--- config.mk ---
export PLATFORM = sky130hd
export DESIGN_NAME = ccx_ctrl
export DESIGN_NICKNAME = d
export VERILOG_FILES = /design/src/design/chacha20_stream_xor_top_defines.svh /design/src/design/ccx_pkg.sv /design/src/design/ccx_ctrl.sv
export SDC_FILE = /design/constraint.sdc
export NUM_CORES = 1
export LEC_CHECK = 0
export BUFFER_PORTS_ARGS = -buffer_cell sky130_fd_sc_hd__buf_2
export CORE_UTILIZATION = 48
export DETAILED_ROUTE_END_ITERATION = 16
export PLACE_DENSITY = 0.81
export SYNTH_ARGS = -nofsm -noshare
export SYNTH_HDL_FRONTEND = slang
export SYNTH_SLANG_ARGS = --single-unit
--- constraint.sdc ---
create_clock -name clk -period 1.7 [get_ports clk]
set_input_delay 0.255 -clock clk [delete_from_list [all_inputs] [get_ports clk]]
set_output_delay 0.255 -clock clk [all_outputs]
set_load 0.01 [all_outputs]
--- src/design/chacha20_stream_xor_top_defines.svh ---
// ---------------------------------------------------------------------------
// chacha20 stream xor assertion macros
// shared assertion helpers for the chacha20 stream xor block
// ---------------------------------------------------------------------------
`ifndef CHACHA20_STREAM_XOR_TOP_DEFINES_SVH
`define CHACHA20_STREAM_XOR_TOP_DEFINES_SVH
`ifndef SYNTH
`define CC_ASSERT_IMP(lbl, a, c) \
	lbl: assert property (@(posedge clk) disable iff (!arst_n) (a) |-> (c)) else $error("fail");
`define CC_ASSERT_NXT(lbl, a, c) \
	lbl: assert property (@(posedge clk) disable iff (!arst_n) (a) |=> (c)) else $error("fail");
`else
`define CC_ASSERT_IMP(lbl, a, c)
`define CC_ASSERT_NXT(lbl, a, c)
`endif
`endif

--- src/design/ccx_pkg.sv ---
// ---------------------------------------------------------------------------
// ccx package
// shared types and constants of the chacha20 stream xor block
// ---------------------------------------------------------------------------
`timescale 1ns / 1ps
package ccx_pkg;
	localparam logic [31:0] SIGMA0 = 32'h61707865;
	localparam logic [31:0] SIGMA1 = 32'h3320646e;
	localparam logic [31:0] SIGMA2 = 32'h79622d32;
	localparam logic [31:0] SIGMA3 = 32'h6b206574;

	localparam logic [2:0] REG_KEY0 = 3'd0;
	localparam logic [2:0] REG_KEY1 = 3'd1;
	localparam logic [2:0] REG_KEY2 = 3'd2;
	localparam logic [2:0] REG_KEY3 = 3'd3;
	localparam logic [2:0] REG_NONCE_LO = 3'd4;
	localparam logic [2:0] REG_NONCE_HI = 3'd5;
	localparam logic [2:0] REG_INIT_CTR = 3'd6;

	typedef enum logic [1:0] {ST_IDLE, ST_ROUND, ST_FINAL, ST_OUT} state_t;

	typedef struct packed {
		logic load;      // load initial state
		logic round;     // one column or diagonal round
		logic diag;      // diagonal round when set
		logic fin;       // feed-forward into keystream
		logic restart;   // reload counter from initial_counter
	} cmd_t;

	function automatic logic [31:0] rotl(input logic [31:0] v, input int n);
		rotl = (v << n) | (v >> (32 - n));
	endfunction

	function automatic logic [127:0] qr(input logic [31:0] a, input logic [31:0] b,
		input logic [31:0] c, input logic [31:0] d);
		logic [31:0] a1, b1, c1, d1;
		a1 = a + b;   d1 = rotl(d ^ a1, 16);
		c1 = c + d1;  b1 = rotl(b ^ c1, 12);
		a1 = a1 + b1; d1 = rotl(d1 ^ a1, 8);
		c1 = c1 + d1; b1 = rotl(b1 ^ c1, 7);
		qr = {d1, c1, b1, a1};
	endfunction
endpackage

--- src/design/ccx_ctrl.sv ---
// ---------------------------------------------------------------------------
// ccx controller
// sequences block generation and the byte handshake
// ---------------------------------------------------------------------------
`timescale 1ns / 1ps
module ccx_ctrl #(
	parameter int DOUBLE_ROUNDS = 10
) (
	input  logic clk,
	input  logic arst_n,
	input  logic in_valid,
	input  logic in_last,
	input  logic out_ready,
	output logic in_ready,
	output logic out_valid,
	output ccx_pkg::cmd_t cmd,
	output logic [5:0] pos,
	output logic consume
);
	import ccx_pkg::*;
	localparam int RW = $clog2(2 * DOUBLE_ROUNDS + 1);
	state_t state_q, state_d;
	logic [RW-1:0] rnd_q;
	logic [5:0] pos_q;
	logic in_msg_q, have_q, ovalid_q;
	logic need_blk;

	assign need_blk = !have_q;
	assign pos = pos_q;
	assign out_valid = ovalid_q;
	// byte taken when keystream ready and output slot free or draining
	assign in_ready = (state_q == ST_IDLE) && have_q && (!ovalid_q || out_ready);
	assign consume = in_valid && in_ready;

	always_comb begin
		state_d = state_q;
		unique case (state_q)
			ST_IDLE: if (in_valid && need_blk) state_d = ST_ROUND;
			ST_ROUND: if (rnd_q == RW'(2 * DOUBLE_ROUNDS - 1)) state_d = ST_FINAL;
			ST_FINAL: state_d = ST_IDLE;
			ST_OUT: state_d = ST_IDLE;
			default: state_d = ST_IDLE;
		endcase
	end

	always_comb begin
		cmd = '0;
		unique case (state_q)
			ST_IDLE: begin
				cmd.load = in_valid && need_blk;
				cmd.restart = in_valid && need_blk && !in_msg_q;
			end
			ST_ROUND: begin
				cmd.round = 1'b1;
				cmd.diag = rnd_q[0];
			end
			ST_FINAL: cmd.fin = 1'b1;
			default: cmd = '0;
		endcase
	end

	always_ff @(posedge clk or negedge arst_n) begin
		if (!arst_n) begin
			state_q <= ST_IDLE;
			rnd_q <= '0;
			pos_q <= '0;
			in_msg_q <= 1'b0;
			have_q <= 1'b0;
			ovalid_q <= 1'b0;
		end else begin
			state_q <= state_d;
			if (state_q == ST_ROUND) rnd_q <= rnd_q + 1'b1;
			else rnd_q <= '0;
			if (cmd.load) in_msg_q <= 1'b1;
			if (cmd.fin) have_q <= 1'b1;
			if (consume) begin
				ovalid_q <= 1'b1;
				pos_q <= in_last ? 6'd0 : pos_q + 6'd1;
				if (in_last || pos_q == 6'd63) have_q <= 1'b0;
				if (in_last) in_msg_q <= 1'b0;
			end else if (out_ready) begin
				ovalid_q <= 1'b0;
			end
		end
	end
endmodule

# After elaboration in Yosys (flattened, before gate mapping)
# Cells that the tools add are included.
# Widths: inputs -> output; s select.
# word_totals
word_cells	46
in_bits	5
mem_bits_ro	0
reg_bits	16
mem_count	0
latch_bits	0
ramBits	0
# op_classes
n_eq_ne	7
mul	0
n_div	0
n_reduce_logical	14
magnitude_cmp	0
n_mux	17
bitwise_logic	0
n_shift	0
add_sub_neg	2
# op_table
operator	count
$mux 1	11
$add 6x1->6 const B	1
$eq 6x6->1 const B	1
$mux 2	3
$mux 6	1
$pmux 2 s3	1
$add 5x1->5 const B	1
$eq 5x5->1 const B	1
$logic_and 1x1->1	5
$mux 5	1
$eq 2x2->1 const B	2
$logic_not 1->1	3
$eq 2x1->1 const B	1
$logic_not 2->1	1
$logic_or 1x1->1	2
$ne 2x1->1 const B	1
$ne 2x2->1 const B	1
$reduce_and 2->1	1
$reduce_bool 2->1	1
$reduce_or 2->1	1

# Longest topological paths before layout
# logic_depth
ltp_word	6
ltp_mapped	5
ltp_nobuf	4

# Worst setup path before layout
# OpenSTA, ideal clock, no wires.
# synth_path
path_kind	reg2out
from	reg state_q[0]
to	out cmd[0] in the netlist's numbering
path_slack_ns	0.375
required_ns	1.445
t_arrival_ns	1.070
path_stages_with_launch	3
path_cell_list	dfrtp_1 -> or3b_1 -> nor3_1
# synth_rtl
element	line_no	text
start: declaration	ccx_ctrl.sv:22	state_t state_q, state_d;
start signal: assignment	ccx_ctrl.sv:71	state_q <= state_d;
end: declaration	ccx_ctrl.sv:16	output ccx_pkg::cmd_t cmd,

==> metrics <==
Detail Route met2 WL 748 um; Final Hold Viols 0; Slew Viols, Final 0; Clk pin slew, worst setup/hold paths 0.09 ns; antenna cell count 0; first-pass GRT wire length 2530 um; compound-cell area share of the yosys netlist 11.3%; synthesized area 787 sq um; top cell type's share of synthesized area 50.9%; Skew-Pair Late Insertion Delay 0.28 ns; Die ar. 1810 sq um; mux cell area share after synthesis 0%; uppermost layer routed met4; die width 42.5 um; sequential fraction of the synthesis area 50.9%; Synthesized Nets 83; Hold Path Class input pin to flop; Synth Area in Simple Gates 27.5%; cell total after placement 107; initial core utilization 51.6%; setup ws final 0.0324 ns; top post-synthesis cells by area dfrtp_1 (51%), nor2_1 (3.3%), ha_1 (3.2%); # IOs 19; number of global-route vias before repair 556; Worst Setup End Kind output port; Die Y 42.5 um; met3 wire len 46 um; Initial DRC Count 13; Setup Crit Path Kind flop to output port; main combinational cell family by area after synthesis simple AND/OR/NAND/NOR gates; share of layout cells above drive strength 1 31.6%; Sink Count 16; Synth Register Bits 16; final period utilization 98.1%; status completed; pre-CTS setup slack 0.241 ns; Yosys warnings 0; CTS Root Buffer Type clkbuf_4; area of the core 1520 sq um; minimum clock period 1.67 ns; Power Dens Cells 1330 nW/um^2; HPWL Detailed 1110 um; Cell Area, Placed 875 sq um; vias 623; Total GRT Usage 19.3%; CTS H-Tree Depth 1; clock buffer depth 2; Gate Count Post-Synth 76; Worst Max-Slew Pin Slew 0.357 ns; site row count 14; P_leak 0.450 nW; worst path arrival time 1.41 ns; CP Max Fanout 5; final cell count without fillers 111; TritonRoute pass-1 iters 4; area grow syn2layout 18.8%; Setup Skew 0.00608 ns; Post-Synth Adder-Cell Area 3.18%; M1 WL 746 um; Buffers on Ports 18; RSZ-0062 raised after global routing true; worst vdd ir 0.638 mV; Post-Synth XOR/XNOR Area 3.34%; Final Instance Area 935 sq um; Setup-failing EPs final 0; Post-Synthesis Mean Instance Area 10.4 sq um; Routed wire per std cell 14.0 um; Synth cell types 33; required time worst endpoint 1.44 ns; Routed WL 1560 um; Setup crit start kind flop; largest net degree at the start of global routing 17; GRT overflow 0; fmax 0.600 GHz; Vias/cell 5.61; CTS Buf Count 3; Final ANT Viol Nets 0; DRC 0; fin nets 104; Rel. slew slack 76.2%; max-cap violation count 0; initial antenna violation count 0; CTS tree done; Yosys top cell by area dfrtp_1; RePlAce Congestion 0.767
## cells in the mapped netlist (all sizes together)
cell type,instances
a22oi,1
inv,2
nor3b,1
xor2,2
nand2b,2
nand3,4
nor2,8
a211o,1
or2,1
a221o,2
a21oi,2
o41ai,1
dfrtp,16
o21ai,1
nor2b,3
and2b,1
o22ai,1
clkbuf,1
ha,2
nor3,4
nand4,1
a21o,1
buf,2
xnor2,1
o21bai,1
nand2,6
or2b,1
and2,2
or3b,1
nor4,3
nor4b,1
## worst paths after layout
kind | start | to | slack, ns | cells past startpoint
max in group asynchronous | arst_n | rnd_q[1] | 1.03 | 2
min | in_last | in_msg_q | 0.30 | 2
max | state_q[0] | cmd[0] | 0.03 | 3
min reg2reg | rnd_q[0] | rnd_q[0] | 0.49 | 1
min in group asynchronous | arst_n | pos[3] | 0.40 | 2
max reg2reg | state_q[0] | pos[5] | 0.34 | 4
## layout make-up
class	instances	area, sq um
Clock buffer	3	22.5
Tap cell	16	20.0
Sequential cell	16	400
Timing Repair Buffer	19	100
Inverter	2	7.51
Multi-Input combinational cell	55	384
Fill cell	129	589
## metal layers
layer | up-vias | global-route usage, %
li1 | 307 | -
met1 | 301 | 24.8
met2 | 13 | 29.8
met3 | 2 | 3.88
met4 | 0 | 11.3
met5 | - | 0
## placed cells by master, fill, tap and decap left out, drive strengths merged, types with 2 or more instances in the layout
cell     n
dfrtp   16
a21oi    2
ha       2
inv      2
clkbuf   3
xor2     2
nor4     3
and2     2
nor3     4
a221o    2
buf     18
nor2     8
nand3    4
nand2    6
nand2b   2
nor2b    3
## cell families after synthesis
| family | count (synthesis) |
|---|---|
| flip-flops | 16 |
| XOR/XNOR | 3 |
| AND/OR/NAND/NOR | 39 |
| adder cells (fa/ha/maj) | 2 |
| AO/OA/AOI/OAI | 11 |
| buffers and inverters | 5 |
## flip-flops by register name, indices dropped and copies added (netlist names)
| name | count |
|---|---|
| state_q | 2 |
| have_q | 1 |
| pos | 6 |
| in_msg_q | 1 |
| rnd_q | 5 |
| out_valid | 1 |
## critical path: stages, from the launching register on
cell     delay, ns
dfrtp_1       0.43
or3b_4        0.45
nor3_2        0.11
buf_2         0.15
## timing repair
item / 4_1_cts / 5_1_grt
hold buffers: 1 / 0
endpoints found under the hold margin: 16 / 0
gates resized for setup: 1 / 6
setup endpoints to repair: 1 / 4
setup buffers: 0 / 0
pin swaps: 0 / 0
## power breakdown
group / switching (W) / internal, W
sequential: 0.000142 / 0.000500
combinational: 0.000201 / 0.000199
clock: 0.000117 / 0.0000822
## metrics by stage
stage / util, % / hold slack (ns) / setup TNS [ns] / power, W
after floorplan: - / -0.0406 / 0 / 0.000887
after global placement: 57.4 / 0.184 / 0 / 0.000996
after detailed placement: 57.4 / 0.189 / 0 / 0.00102
after CTS: 60.1 / 0.299 / 0 / 0.00122
after global routing: 61.3 / 0.314 / -0.0536 / 0.00134
final: 61.3 / 0.303 / 0 / 0.00124
(Power assumes the default switching activity.)
